[src/rtl/gds_pkg.sv]
// Shared types, constants and the angle table for the gradient-direction stream.
package gds_pkg;

    localparam int MAX_WIDTH_DEF    = 4096;
    localparam int CORDIC_STEPS_DEF = 16;
    localparam int TABLE_LEN        = 24;

    localparam int XY_W   = 32;
    localparam int Z_W    = 34;
    localparam int DIFF_W = 17;
    localparam int PROD_W = 64;

    localparam int CODE_SHIFT  = 128;
    localparam int CODE_SCALE  = 40;
    localparam int TWO_PI_Q20  = 6588397;
    localparam longint ANGLE_MUL = longint'(CODE_SCALE) * longint'(TWO_PI_Q20);
    localparam longint ROUND_ADD = (longint'(CODE_SHIFT) << 52) + (longint'(1) << 51);

    localparam logic [1:0] REG_IMAGE_WIDTH  = 2'd0;
    localparam logic [1:0] REG_IMAGE_HEIGHT = 2'd1;

    typedef struct packed {
        logic [11:0] column;
        logic [15:0] row;
        logic        last_of_run;
        logic        frame_done;
        logic        zero;
    } tag_t;

    typedef struct packed {
        logic                   valid;
        logic signed [XY_W-1:0] x;
        logic signed [XY_W-1:0] y;
        logic signed [Z_W-1:0]  z;
        tag_t                   tag;
    } cell_t;

    typedef struct packed {
        logic [7:0] angle_code;
        tag_t       tag;
    } result_t;

    function automatic logic signed [Z_W-1:0] step_angle(input int unsigned i);
        logic signed [Z_W-1:0] a;
        case (i)
            0:       a = 34'sh020000000;
            1:       a = 34'sh012E4051E;
            2:       a = 34'sh009FB385B;
            3:       a = 34'sh0051111D4;
            4:       a = 34'sh0028B0D43;
            5:       a = 34'sh00145D7E1;
            6:       a = 34'sh000A2F61E;
            7:       a = 34'sh000517C55;
            8:       a = 34'sh00028BE53;
            9:       a = 34'sh000145F2F;
            10:      a = 34'sh0000A2F98;
            11:      a = 34'sh0000517CC;
            12:      a = 34'sh000028BE6;
            13:      a = 34'sh0000145F3;
            14:      a = 34'sh00000A2FA;
            15:      a = 34'sh00000517D;
            16:      a = 34'sh0000028BE;
            17:      a = 34'sh00000145F;
            18:      a = 34'sh000000A30;
            19:      a = 34'sh000000518;
            20:      a = 34'sh00000028C;
            21:      a = 34'sh000000146;
            22:      a = 34'sh0000000A3;
            23:      a = 34'sh000000051;
            default: a = '0;
        endcase
        return a;
    endfunction

endpackage

[src/rtl/gds_angle.sv]
// Scales the final CORDIC angle to the 8-bit direction code with rounding and clamp.
module gds_angle (
    input  logic             aclk,
    input  logic             aresetn,
    input  gds_pkg::cell_t   cell_in,
    output logic             res_valid,
    output gds_pkg::result_t res
);

    logic                                valid_a_reg;
    logic signed [gds_pkg::PROD_W-1:0]   prod_reg;
    gds_pkg::tag_t                       tag_a_reg;
    logic                                valid_b_reg;
    gds_pkg::result_t                    res_reg;
    logic signed [gds_pkg::PROD_W-1:0]   t_sum;
    logic signed [gds_pkg::PROD_W-1:0]   t_shift;
    logic [7:0]                          code_next;

    always_comb begin
        t_sum   = prod_reg + gds_pkg::ROUND_ADD;
        t_shift = t_sum >>> 52;
        if (tag_a_reg.zero) begin
            code_next = 8'(gds_pkg::CODE_SHIFT);
        end else if (t_sum < 0) begin
            code_next = 8'd0;
        end else if (t_shift > 255) begin
            code_next = 8'd255;
        end else begin
            code_next = t_shift[7:0];
        end
    end

    always_ff @(posedge aclk) begin
        if (!aresetn) begin
            valid_a_reg <= 1'b0;
            valid_b_reg <= 1'b0;
        end else begin
            valid_a_reg <= cell_in.valid;
            valid_b_reg <= valid_a_reg;
        end
        prod_reg           <= gds_pkg::PROD_W'(cell_in.z) * gds_pkg::ANGLE_MUL;
        tag_a_reg          <= cell_in.tag;
        res_reg.angle_code <= code_next;
        res_reg.tag        <= tag_a_reg;
    end

    assign res_valid = valid_b_reg;
    assign res       = res_reg;

endmodule
[config.mk]
export PLATFORM = sky130hd
export DESIGN_NAME = gds_angle
export DESIGN_NICKNAME = d
export VERILOG_FILES = /design/src/rtl/gds_pkg.sv /design/src/rtl/gds_angle.sv
export SDC_FILE = /design/constraint.sdc
export NUM_CORES = 1
export LEC_CHECK = 0
export BUFFER_PORTS_ARGS = -buffer_cell sky130_fd_sc_hd__buf_2
export CAP_MARGIN = 20
export CORE_MARGIN = 4
export CORE_UTILIZATION = 39
export CTS_CLUSTER_SIZE = 10
export DETAILED_ROUTE_END_ITERATION = 8
export HOLD_SLACK_MARGIN = 0.12
export SYNTH_ARGS = -nofsm -noshare
export SYNTH_HDL_FRONTEND = slang
export SYNTH_SLANG_ARGS = --single-unit
[constraint.sdc]
create_clock -name aclk -period 13.6 [get_ports aclk]
set_input_delay 1.36 -clock aclk [delete_from_list [all_inputs] [get_ports aclk]]
set_output_delay 1.36 -clock aclk [all_outputs]
set_load 0.02 [all_outputs]
### Word-level counts from Yosys, hierarchy flattened

Cells that the tools add are included.

* output and inout bits: 40
* register bits: 133
* logic and storage cells: 22

* multiplexer cells: 2
* reductions and logical operators: 1
* magnitude comparators: 2
* multiply operators: 1
* add/subtract/negate cells: 1

Operator list (number)
* adder 64 x 61 -> 64 bit (second input constant): 1
* less-than comparator 64 x 1 -> 1 bit (second input constant): 1
* multiplier 34 x 26 -> 60 bit (second input constant): 1
* 2-to-1 mux 8 bit: 2
* > comparator 12 x 9 -> 1 bit (second input constant): 1
* OR reduction 2 bit: 1

### Logic depth before layout (Yosys ltp)

* depth after elaboration: 4
* gate-level depth with buffers: 24
* mapped depth without buffers: 24

### Worst setup path after synthesis

Ideal clock, no wire load.

* path kind: input to register
* start: input port cell_in[64] in the netlist's numbering
* end: register prod_reg[61] in the netlist's numbering
* arrival time: 7.038 ns
* setup slack: 6.466 ns
* stages on the path: 23
* setup time: 0.095 ns
* cells stage by stage: clkbuf_1 > inv_1 > fa_1 > inv_1 > ha_1 > inv_1 > fa_1 > inv_1 > fa_1 > fa_1 > fa_1 > inv_1 > fa_1 > inv_1 > ha_1 > and4_1 > and4_1 > a21oi_1 > o21ai_0 > nor3_1 > a21oi_2 > or4_1 > o311ai_1

* longest elaborated chain between the ends: 1

Ends and longest elaborated chain
* start: declaration: line gds_angle.sv:5 `input gds_pkg::cell_t cell_in,`
* multiplier 34 x 26 -> 60 bit: line gds_angle.sv:41 `prod_reg <= gds_pkg::PROD_W'(cell_in.z) * gds_pkg::ANGLE_MUL;`
* end signal: assignment: line gds_angle.sv:41
* end: declaration: line gds_angle.sv:11 `logic signed [gds_pkg::PROD_W-1:0] prod_reg;`

Every way passes these cells.
A chain may end at the register's enable or synchronous reset.

### Worst setup path in the final report

Same ends and word-level chain as after synthesis.

==> metrics.md <==
| Metric | Value |
|---|---|
| Instance count of the mapped netlist | 1,828 |
| Worst r2r path cells | 6 |
| Row cnt | 78 |
| Synthesized area per cell | 9.95 µm² |
| Yosys warnings | 0 |
| Number of flip-flops under the largest register name | 39 |
| Post-synth EDFFs | 0 |
| Ports | between 150 and 200 |
| Final setup violation count | 0 |
| Hold path start | tag_a_reg[7]$_DFF_P_ |
| GRT Total Usage | 18.3% |
| Top FF cell, synth | dfxtp_1 |
| Status | complete, no violations |
| Final core occ | 43.2% |
| Root Buffer | clkbuf_16 |
| Detail Route Antenna Nets | 0 |
| Largest net degree at the start of global routing | 50 |
| CTS tree | done |
| TNS Setup | 0 ps |
| Hold Crit Depth | 0 |
| Final Hold Violating Endpoints | 0 |
| Crit Path Category | in -> reg |
| # placed instances | 2,532 |
| Ys async rst share | 0% |
| Startpoint Class | input port |
| Netlist Area Pre-Place | 0.0182 mm² |
| CTS Buf Count | 9 |
| Area grow syn2layout | 8.61% |
| Skew-Pair Late Insertion Delay | 330 ps |
| CTS max path bufs | 2 |
| Most frequent cells in the layout | inv_1 (764), fa_1 (410), ha_1 (297) |
| Dpl hpwl | 40,300 µm |
| Synth cell types | 54 |
| Share of layout cells above drive strength 1 | 7.14% |
| Worst R2R Setup Slack | 11,750 ps |
| Max cap viols | 0 |
| CP required | 13,820 ps |
| Worst slew pin tran | 691 ps |
| CP endpoint kind | register |
| RSZ-0062 raised after global routing | no |
| Placeable Area | 0.0458 mm² |
| Post-layout net count | 2,782 |
| Gr ovfl total | 0 |
| Top routing layer in use | met4 |
| Clk pin slew, worst setup/hold paths | roughly 60 ps |
| Placer Congestion | 0.918 |
| Hold Crit Class | reg -> reg |
| DR WL met2 | 21,900 µm |
| Die Wd | 224 µm |
| Cts hold-fix bufs | 0 |
| Seq/Total Area, Yosys | a little under a tenth |
| # DRC | 0 |
| Syn nets | 2,667 |
| Initial antenna violation count | 1 |
| Launching point of the worst reg2reg path | prod_reg[56]$_DFF_P_ |
| Initial core utilization | 39.7% |
| Hold EP | res[7]$_DFF_P_ |
| Layout Skew | approximately 5.4 ps |
| # fillers | 4,452 |
| Fin cells | 2,549 |
| Worst slew margin | 53.2% |
| Register bit total from synthesis | 84 |
| Highest clock rate | 127 MHz |
| Via-per-instance ratio | 4.55 |
| M1 WL | 19,300 µm |
| RR Endpoint | res[36]$_SDFF_PP0_ |
| Die H | 224 µm |
| Setup Fix Bufs, Post-CTS | 0 |
| Detailed Routing Iterations Pass 1 | 5 |
| Final WL | 43,400 µm |
| First-pass GRT wire length | 71,800 µm |
| H-tree depth | 3 |
| WL per Instance | between 15 and 20 µm |
| DIE AREA | 0.0502 mm² |
| Post_cts resized | 0 |
| Max FO, Critical Path | around 50 |
| Slew Viols, Final | 0 |
| Post-route clock period utilization | between 50% and 60% |
| Shortest period the worst path allows | 7850 ps |
| Arr. time, crit path | just over 8000 ps |
| 1st-iter DRT viols | 520 |
| Number of global-route vias before repair | 13,498 |
| Wire length on met3 | ~1500 µm |
| Port Buffers | 107 |
| Via count | 11,598 |
| Commonest non-fill, non-tap cell in the layout | inv_1 |
| Sink Count | 84 |
==> metrics by stage <==
stage               cell area [µm²]  hold WS (ps)  setup WS [ps]
global route                  19800           331           5360
global placement              19500           310           5500
detailed placement            19500           313           5420
finish                        19800           324           5750
CTS                           19800           322           5740
floorplan                     18200           310           6470
==> critical path: stages <==
cell      delay (ps)
buf_2             80
buf_4            500
inv_1            380
fa_1             570
inv_1             70
ha_1             280
inv_1             50
fa_1             470
inv_1             60
fa_1             490
fa_1             500
fa_1             500
inv_1             60
fa_1             480
inv_1             50
ha_1             340
and4_1           220
and4_1           210
a21oi_1          140
o21ai_0          150
nor3_1           350
a21oi_2          150
or4_1            490
o311ai_1         120
==> synthesized netlist by cell type (11+ instances only) <==
master,instances,area share (%)
inv_1,764,16
a21oi_1,41,1.1
xor2_1,11,0.53
xnor2_1,18,0.87
o21ai_0,28,0.77
nor2_1,15,0.31
nand2_1,26,0.54
fa_1,410,45
a21o_1,21,0.87
nand3_1,11,0.30
dfxtp_1,84,9.2
ha_1,297,20
==> cell families (layout without fill, tap and decap cells) <==
family | Yosys count | count (layout) | share of synthesized area, %
simple gates | 103 | 103 | 2.97
other cells | 0 | 1 | 0
compound gates | 135 | 135 | 4.86
buf+inv | 768 | 888 | 15.9
fa+ha+maj | 707 | 707 | 65.6
flops | 84 | 84 | 9.25
mux | 2 | 2 | 0.117
xor+xnor | 29 | 29 | 1.40
==> layout make-up <==
| class | count | area (µm²) | share of cell area [%] |
|---|---|---|---|
| antenna | 1 | 2.50 | 0.0127 |
| clock buffer | 9 | 225 | 1.14 |
| clock inverter | 7 | 58.8 | 0.298 |
| inverter | 764 | 2870 | 14.5 |
| multi-input combinational | 976 | 13600 | 69.0 |
| sequential | 84 | 1680 | 8.51 |
| tap | 600 | 751 | 3.80 |
| timing repair buffer | 108 | 543 | 2.75 |
==> worst max-delay path by stage <==
stage,from,endpoint,slack [ps],cells after the start
finish,cell_in[64],prod_reg[61]$_DFF_P_,5750,24
global route,cell_in[64],prod_reg[61]$_DFF_P_,5360,24
detailed placement,cell_in[64],prod_reg[61]$_DFF_P_,5420,24
CTS,cell_in[64],prod_reg[61]$_DFF_P_,5740,24
floorplan,cell_in[64],prod_reg[61]$_DFF_P_,6470,23
global placement,cell_in[64],prod_reg[61]$_DFF_P_,5500,24
==> metal layers <==
layer,GRT usage (%),vias to the layer above
li1,-,5514
met1,24.9,5868
met2,32.3,179
met3,1.98,37
met4,2.76,0
met5,0,-
Power is left out: the tool's default activity adds up to more than one toggle a clock period on the data nets, which glitch-free logic cannot reach.
