File: src/rtl/gds_pkg.sv
// Shared types, constants and the angle table for the gradient-direction stream.
package gds_pkg;

    localparam int MAX_WIDTH_DEF    = 4096;
    localparam int CORDIC_STEPS_DEF = 16;
    localparam int TABLE_LEN        = 24;

    localparam int XY_W   = 32;
    localparam int Z_W    = 34;
    localparam int DIFF_W = 17;
    localparam int PROD_W = 64;

    localparam int CODE_SHIFT  = 128;
    localparam int CODE_SCALE  = 40;
    localparam int TWO_PI_Q20  = 6588397;
    localparam longint ANGLE_MUL = longint'(CODE_SCALE) * longint'(TWO_PI_Q20);
    localparam longint ROUND_ADD = (longint'(CODE_SHIFT) << 52) + (longint'(1) << 51);

    localparam logic [1:0] REG_IMAGE_WIDTH  = 2'd0;
    localparam logic [1:0] REG_IMAGE_HEIGHT = 2'd1;

    typedef struct packed {
        logic [11:0] column;
        logic [15:0] row;
        logic        last_of_run;
        logic        frame_done;
        logic        zero;
    } tag_t;

    typedef struct packed {
        logic                   valid;
        logic signed [XY_W-1:0] x;
        logic signed [XY_W-1:0] y;
        logic signed [Z_W-1:0]  z;
        tag_t                   tag;
    } cell_t;

    typedef struct packed {
        logic [7:0] angle_code;
        tag_t       tag;
    } result_t;

    function automatic logic signed [Z_W-1:0] step_angle(input int unsigned i);
        logic signed [Z_W-1:0] a;
        case (i)
            0:       a = 34'sh020000000;
            1:       a = 34'sh012E4051E;
            2:       a = 34'sh009FB385B;
            3:       a = 34'sh0051111D4;
            4:       a = 34'sh0028B0D43;
            5:       a = 34'sh00145D7E1;
            6:       a = 34'sh000A2F61E;
            7:       a = 34'sh000517C55;
            8:       a = 34'sh00028BE53;
            9:       a = 34'sh000145F2F;
            10:      a = 34'sh0000A2F98;
            11:      a = 34'sh0000517CC;
            12:      a = 34'sh000028BE6;
            13:      a = 34'sh0000145F3;
            14:      a = 34'sh00000A2FA;
            15:      a = 34'sh00000517D;
            16:      a = 34'sh0000028BE;
            17:      a = 34'sh00000145F;
            18:      a = 34'sh000000A30;
            19:      a = 34'sh000000518;
            20:      a = 34'sh00000028C;
            21:      a = 34'sh000000146;
            22:      a = 34'sh0000000A3;
            23:      a = 34'sh000000051;
            default: a = '0;
        endcase
        return a;
    endfunction

endpackage

File: src/rtl/gds_cell.sv
// One CORDIC vectoring step; hands its vector to the next cell every cycle.
module gds_cell #(
    parameter int STEP = 0
) (
    input  logic           aclk,
    input  logic           aresetn,
    input  gds_pkg::cell_t cell_in,
    output gds_pkg::cell_t cell_out
);

    gds_pkg::cell_t cell_reg;
    gds_pkg::cell_t cell_next;
    logic signed [gds_pkg::XY_W-1:0] x_sh;
    logic signed [gds_pkg::XY_W-1:0] y_sh;

    assign x_sh = cell_in.x >>> STEP;
    assign y_sh = cell_in.y >>> STEP;

    always_comb begin
        cell_next = cell_in;
        if (cell_in.y >= 0) begin
            cell_next.x = cell_in.x + y_sh;
            cell_next.y = cell_in.y - x_sh;
            cell_next.z = cell_in.z + gds_pkg::step_angle(STEP);
        end else begin
            cell_next.x = cell_in.x - y_sh;
            cell_next.y = cell_in.y + x_sh;
            cell_next.z = cell_in.z - gds_pkg::step_angle(STEP);
        end
    end

    always_ff @(posedge aclk) begin
        if (!aresetn) begin
            cell_reg.valid <= 1'b0;
        end else begin
            cell_reg.valid <= cell_in.valid;
        end
        cell_reg.x   <= cell_next.x;
        cell_reg.y   <= cell_next.y;
        cell_reg.z   <= cell_next.z;
        cell_reg.tag <= cell_next.tag;
    end

    assign cell_out = cell_reg;

endmodule

File: config.mk
export PLATFORM = sky130hd
export DESIGN_NAME = gds_cell
export DESIGN_NICKNAME = d
export VERILOG_FILES = /design/src/rtl/gds_pkg.sv /design/src/rtl/gds_cell.sv
export SDC_FILE = /design/constraint.sdc
export NUM_CORES = 1
export LEC_CHECK = 0
export BUFFER_PORTS_ARGS = -buffer_cell sky130_fd_sc_hd__buf_4
export CAP_MARGIN = 40
export CORE_UTILIZATION = 47
export DETAILED_ROUTE_END_ITERATION = 10
export PLACE_DENSITY_LB_ADDON = 0.08
export SYNTH_ARGS = -nofsm -noshare
export SYNTH_HDL_FRONTEND = slang
export SYNTH_SLANG_ARGS = --single-unit
export TNS_END_PERCENT = 5
File: constraint.sdc
create_clock -name aclk -period 2.7 [get_ports aclk]
set_clock_uncertainty 0.05 [all_clocks]
set_input_delay 0 -clock aclk [delete_from_list [all_inputs] [get_ports aclk]]
set_output_delay 0 -clock aclk [all_outputs]
set_load 0.05 [all_outputs]
# Word-level counts from Yosys, hierarchy flattened
# Cells that the tools add are included.
# Widths: inputs -> output; s select.
[totals]
register_bits = 130
latch_bits = 0
ram_bits = 0
romBits = 0
inputBits = 132
out_inout_bits = 130
wordCells = 16
n_memories = 0
[classes]
n_addsub = 5
n_mul = 0
div_mod_pow = 0
n_lt_le_gt_ge = 1
n_eq_ne = 0
shifts = 0
n_mux = 1
bitwise = 0
reduce_logical = 0
[ops]
columns = ["operator", "count"]
rows = [
  ["$mux 98", 1],
  ["$sub 32x32->32", 2],
  ["$add 34x31->34 const B", 1],
  ["$sub 34x31->34 const B", 1],
  ["$add 32x32->32", 1],
  ["$ge 32x1->1 const B", 1],
]

# Logic depth before layout (Yosys ltp)
# Gate-level depths: netlist (run 1).
[logic_depth]
word_depth = 2
ltp_mapped = 12
depth_no_buf = 12

# Worst setup path before layout (run 1)
# OpenSTA, ideal clock, no wires.
[synth_path]
kind = "input to register"
startpoint = "input cell_in[65] (netlist name)"
endpoint = "register cell_reg (netlist bit cell_out[123])"
setup_time_ns = 0.130
t_arrival_ns = 2.295
t_required_ns = 2.520
setup_slack_ns = 0.225
stages = 11
n_path_buf = 0
path_cell_list = "ha_1 fa_1 nor2b_1 o21ai_0 a211oi_1 a221oi_1 nand3_1 a21o_1 a221o_1 a2bb2oi_1 xnor2_1"
[synth_rtl]
columns = ["item", "line_no", "text"]
rows = [
  ["start, declared", "gds_cell.sv:7", "input gds_pkg::cell_t cell_in,"],
  ["end, declared", "gds_cell.sv:11", "gds_pkg::cell_t cell_reg;"],
]

==> run summary, run 1 <==
# rows: 47
DP Area: 11,000 um2
Layout cells sized above 1: 30.4%
Largest delay share family, worst path: compound AO/OA/AOI/OAI gates
Worst EP required: 2970 ps
Final count of negative-setup-slack endpoints: 0
Post-CTS setup buffers: 0
HPWL Detailed: 23,200 um
Via density per instance: 5.51
WL/cell: 19.6 um
DRT antenna net count: 0
CP Capture Type: flop
Pint: 4.63 mW
First-pass GRT wire length: 48,500 um
Failing checks: negative hold slack
Synth warnings: 0
Final worst slack: 175 ps
CP bufs+invs: 2
Vias in the first global route: 8,966
Flip-flop count of the largest register after layout: 129
Final Cell Area: 12,300 um2
Clock Path Buffers: 2
Ys flop type: dfxtp_1
I/O Pins: 262
Unique cell type count in the Yosys netlist: 72
Die height: 134 um
Initial Utilization: 48.5%
PwrDens: 646 nW/um2
Input/output buffers: 261
Post-Syn Nets: 1,194
Clock share of power: 28.7%
Yosys reg bits: 129
Worst Setup Slack post-DPL: -236 ps
Drt first pass iters: 5
Sequential element share of the synthesized area: 31.8%
Clock transition at path regs: 70 ps
Max stage delay on crit path: 420 ps
Worst-path cell with the longest stage delay: fa_1
Async S/R FF share, synth: 0%
Worst vdd ir: 0.000437 V
Slew Limit Headroom: 60.7%
CTS tree: done
Switching Power: 3.30 mW
F_max: 396 MHz
Initial antenna violation count: 1
Fin. max-slew vios: 0
Synthesized area: 8130 um2
Die area: 17,800 um2
CTS buffer count: 17
Core area: 16,800 um2
Area growth from synthesis to layout: 51.0%
Number of max-cap violations: 0
Net Sw Frac: 41.6%
Syn_area_per_cell: 8.44 um2
DIE WIDTH: 134 um
Commonest non-fill, non-tap cells in the layout: buf_4 (364), dfxtp_1 (129), inv_1 (96), ha_1 (96), a21oi_1 (93)
Hold crit path type: in -> reg
Leak: 6.02 nW
Crit path kind: in -> reg
Final wirelength: 31,600 um
Setup Total Neg Slack: 0 ps
Clk sinks: 129
Status: complete, but fails checks
Largest net degree at the start of global routing: 44
Crit path cell chain: buf_4, inv_1, ha_1, fa_1, and4b_1, a2111oi_2, o31a_1, nor2_1, a21oi_1, o31ai_1, o2111ai_1, o2bb2ai_1, xnor2_1
Fin nets: 1,608
GP Congestion: 0.945
Combinational power share: 42.3%
Hold WS: -1.15 ps
Sequential fraction of design power: 29.0%
H-tree depth: 4
Most common cell after layout, fill and taps aside: buf_4
Unrepaired setup endpoints after global routing: no
Root buf cell: clkbuf_16
Final Hold Fails: 1
Data arrival time of the worst path: 2790 ps
EDFF count, synth: 0
Residual DRC: 0
Cell count after synthesis: 963
Total number of vias: 8,870
Gr ovfl total: 0
Period utilization: 93.5%
Fin crit period: 2530 ps
Least-Margin Pin Slew: 585 ps
All-layer global routing usage: 35.6%
Startpoint Class: input pin
CP max FO: 4
DRT iter0 DRCs: 602
-- cell usage after synthesis (all sizes together) (3+ instances only) --
cell	count	area [um2]
xor2	13	114
nand2	37	139
nor3	24	120
nand4	9	56.3
nand2b	13	81.3
fa	3	60.1
mux2i	18	180
and2	4	25.0
o211ai	3	27.5
o21bai	18	135
a221o	4	40.0
clkbuf	19	71.3
o21a	5	37.5
inv	98	368
a21oi	94	474
dfxtp	129	2580
a31oi	12	75.1
o21ai	57	285
nand3	10	50.1
ha	96	1200
xnor2	51	447
nor2b	8	50.1
buf	22	106
o31ai	8	65.1
o31a	3	26.3
a211o	3	26.3
clkinv	3	11.3
a211oi	15	123
nor2	74	278
a21o	29	218
o22ai	4	25.0
or2	8	50.1
nor3b	4	30.0
nor4	7	43.8
o2111ai	4	35.0
or3	10	62.6
a2111oi	6	58.8
a221oi	6	58.8
o221ai	4	35.0
-- final timing paths --
kind | from | to | slack (ps) | depth (start not counted)
min | cell_in[96] | cell_out[66] | -1 | 3
max | cell_in[65] | cell_out[95] | 170 | 13
-- per-layer routing --
layer / wire, um / share of wire [%] / GRT usage, %
met2: 15100 / 48 / 59.9
met3: 2350 / 7.4 / 7.46
met1: 12600 / 40 / 42.0
met5: 0 / 0 / 0
met4: 1600 / 5.1 / 20.3
-- layout make-up --
cell class	count	area (um2)
multi-input cells	692	5000
well taps	220	275
repair buffers	436	3470
clock inverters	15	141
clock buffers	17	425
flip-flops and latches	129	2580
diodes	1	2.50
fillers	1269	4480
inverters	101	379
-- cells by family (layout without fill, tap and decap cells) --
kind of cell,Yosys count,in the layout,synth area share [%]
xor gates and xnor gates,64,64,6.89
and+or+nand+nor,215,215,12.8
muxes,18,18,2.22
DFF,129,129,31.8
other,0,1,0
buffers and inverters,142,569,6.85
adders and majority gates,99,99,15.5
AOI/OAI and AO/OA,296,296,24.0
-- stage by stage --
step / util, % / power (mW) / cells
2_1_floorplan: - / 4.34 / 963
3_3_place_gp: 65.6 / 5.53 / 1508
3_5_place_dp: 65.6 / 5.54 / 1508
4_1_cts: 73.2 / 7.87 / 1610
5_1_grt: 73.3 / 8.24 / 1611
6_report: 73.3 / 7.93 / 1611
-- what timing repair did --
| item | 4_1_cts | 5_1_grt |
|---|---|---|
| setup endpoints to repair | 0 | 3 |
| hold buffers | 70 | 0 |
| resized for setup | 0 | 2 |
| endpoints found under the hold margin | 69 | 0 |
-- power by group through the flow --
stage               clock network [mW]  registers [mW]  logic, mW
floorplan                            0            3.32       1.02
global route                      2.39            2.32       3.53
global placement                     0            2.33       3.20
CTS                               2.27            2.29       3.31
finish                            2.28            2.30       3.36
detailed placement                   0            2.33       3.21
Note: power is estimated with default switching activity, not from simulation.
==> run 2, diff against run 1 <==
==> constraint.sdc (replaced) <==
create_clock -name aclk -period 2.7 [get_ports aclk]
set_clock_uncertainty 0.05 [all_clocks]
set_input_delay 0.54 -clock aclk [delete_from_list [all_inputs] [get_ports aclk]]
set_output_delay 0.54 -clock aclk [all_outputs]
set_load 0.05 [all_outputs]
==> run 2 against run 1 <==
Against the previous run:
- the run ends with negative setup slack left
- power increased by 3.0%
- via count up 0.98%
- sequential power is essentially flat
- setup slack got worse by 290 ps
- worst hold slack improved by 160 ps
- utilization increased by 4.2 points
- first-iteration DRC count is 32% higher
- critical endpoint is now cell_out[90]
- highest routed layer unchanged
==> run summary, run 2 (synthesis results as in run 1) <==
Max stage delay on crit path: 390 ps (was 420 ps)
Most used routing layer: met2 (unchanged)
DRT antenna net count: 0 (unchanged)
Commonest non-fill, non-tap cells in the layout: buf_4 (494), dfxtp_1 (129), inv_1 (94) (was buf_4 (364), dfxtp_1 (129), inv_1 (96), ha_1 (96), a21oi_1 (93))
Status: complete, but fails checks (unchanged)
Fin. max-slew vios: 0 (unchanged)
Via density per instance: 5.36 (was 5.51)
Most common cell after layout, fill and taps aside: buf_4 (unchanged)
Data arrival time of the worst path: 3070 ps (was 2790 ps)
PwrDens: 630 nW/um2 (was 646 nW/um2)
Period utilization: 104% (was 93.5%)
Root buf cell: clkbuf_16 (unchanged)
Worst-path cell with the longest stage delay: a211o_1 (was fa_1)
Initial antenna violation count: 0 (was 1)
Largest net degree at the start of global routing: 34 (was 44)
WHS Endpoint: cell_out[58] (was cell_out[66])
Die height: 134 um (unchanged)
Residual DRC: 0 (unchanged)
Drt first pass iters: 5 (unchanged)
CTS buffer count: 17 (unchanged)
WL/cell: 18.4 um (was 19.6 um)
Initial Utilization: 48.5% (unchanged)
Worst Setup Slack post-DPL: -804 ps (was -236 ps)
DIE WIDTH: 134 um (unchanged)
# rows: 47 (unchanged)
Final wirelength: 30,700 um (was 31,600 um)
Gr ovfl total: 0 (unchanged)
DP Area: 11,900 um2 (was 11,000 um2)
Hold crit path type: in -> reg (unchanged)
Hold Crit Start: cell_in[58] (was cell_in[96])
CP Capture Type: flop (unchanged)
Worst vdd ir: 0.000533 V (was 0.000437 V)
Leak: 6.41 nW (was 6.02 nW)
Fin nets: 1,668 (was 1,608)
Startpoint Class: input pin (unchanged)
Cells after DPL: 1,631 (was 1,508)
Unrepaired setup endpoints after global routing: yes (was no)
Number of max-cap violations: 0 (unchanged)
Met3 Track Usage GR: 7.34% (was 7.46%)
Final Hold Fails: 0 (was 1)
Layout cells sized above 1: 42.6% (was 30.4%)
Vias in the first global route: 8,755 (was 8,966)
Crit path kind: in -> reg (unchanged)
Flip-flop count of the largest register after layout: 129 (unchanged)
Fin crit period: 2810 ps (was 2530 ps)
Diodes inserted: 0 (was 1)
Hold_buf cts: 0 (was 70)
Least-Margin Pin Slew: 640 ps (was 585 ps)
Clock Path Buffers: 2 (unchanged)
Final count of negative-setup-slack endpoints: 10 (was 0)
Worst EP required: 2960 ps (was 2970 ps)
Crit path cell chain: buf_4, inv_1, ha_1, buf_4, nand2_2, a211oi_2, o21ai_2, o211ai_1, a211o_1, a221o_1, a221o_1, a221oi_2, xnor2_1 (was buf_4, inv_1, ha_1, fa_1, and4b_1, a2111oi_2, o31a_1, nor2_1, a21oi_1, o31ai_1, o2111ai_1, o2bb2ai_1, xnor2_1)
Final Cell Area: 13,000 um2 (was 12,300 um2)
GR Layer Usage met1: 39.9% (was 42.0%)
Setup Total Neg Slack: -513 ps (was 0 ps)
Area growth from synthesis to layout: 59.6% (was 51.0%)
All-layer global routing usage: 33.8% (was 35.6%)
Clock transition at path regs: 70 ps (about the same)
Input/output buffers: 261 (unchanged)
GP Congestion: 0.958 (was 0.945)
Final worst slack: -111 ps (was 175 ps)
I/O Pins: 262 (unchanged)
Hold Path Cell Cnt: 1 (was 3)
DRT iter0 DRCs: 794 (was 602)
Failing checks: negative setup slack (was negative hold slack)
Clk sinks: 129 (unchanged)
CP max FO: 9 (was 4)
Die area: 17,800 um2 (unchanged)
Total number of vias: 8,957 (was 8,870)
Layout Cells excl Fill: 1,670 (was 1,611)
Slew Limit Headroom: 56.9% (was 60.7%)
Core area: 16,800 um2 (unchanged)
F_max: 356 MHz (was 396 MHz)
First-pass GRT wire length: 46,500 um (was 48,500 um)
CTS tree: done (unchanged)
Met2 usage: 59.0% (was 59.9%)
HPWL Detailed: 24,300 um (was 23,200 um)
H-tree depth: 4 (unchanged)
Final Power: 8.18 mW (was 7.93 mW)
-- run 2: cell count changes in the layout (fill, tap and decap cells not counted), moves of 6 or more --
cell           delta
a21oi_1           -6
dlygate4sd3_1    -70
ha_1             -15
ha_2              +6
o21ai_2           +6
o21ai_0           -8
ha_4              +9
buf_4           +130
-- run 2: per-layer routing --
metal | vias up | part of all wire [%]
li1 | 4316 | -
met1 | 4131 | 39
met2 | 428 | 49
met3 | 82 | 7.6
met4 | 0 | 3.6
met5 | - | 0
-- run 2: worst max path at each step --
stage	end	depth (start not counted)	start	slack [ps]
after floorplan	cell_out[128]	12	cell_in[70]	-230
after global placement	cell_out[117]	13	cell_in[65]	-770
after detailed placement	cell_out[117]	13	cell_in[65]	-800
after CTS	cell_out[128]	12	cell_in[70]	-60
after global routing	cell_out[90]	12	cell_in[68]	-140
final	cell_out[90]	13	cell_in[70]	-110
-- run 2: per-stage QoR --
step / utilization, % / hold WS (ps)
2_1_floorplan: - / 518
3_3_place_gp: 71.1 / 594
3_5_place_dp: 71.1 / 595
4_1_cts: 75.9 / 152
5_1_grt: 77.4 / 135
6_report: 77.4 / 161
-- run 2: cell type report --
class / instances / area [um2]
Timing Repair Buffer: 496 / 3730
Inverter: 101 / 379
Tap cell: 220 / 275
Sequential cell: 129 / 2580
Multi-Input combinational cell: 692 / 5420
Clock inverter: 15 / 164
Clock buffer: 17 / 425
Fill cell: 1248 / 3780
-- run 2: critical path: cells and delay by family --
family	cells	cell delay (ps)
simple gates	1	70
xor+xnor	1	100
compound gates	7	1720
buf+inv	3	330
fa+ha+maj	1	310
-- run 2: power by group --
part           total, mW  switching [mW]  internal [mW]
clock network       2.31            1.07           1.24
logic               3.58            2.21           1.37
registers           2.28          0.0916           2.19
-- run 2: what timing repair did --
item,in CTS,in global routing
endpoints found under the hold margin,0,0
pin swaps,22,20
gates resized for setup,40,54
setup buffers,6,1
endpoints found under the setup margin,25,28
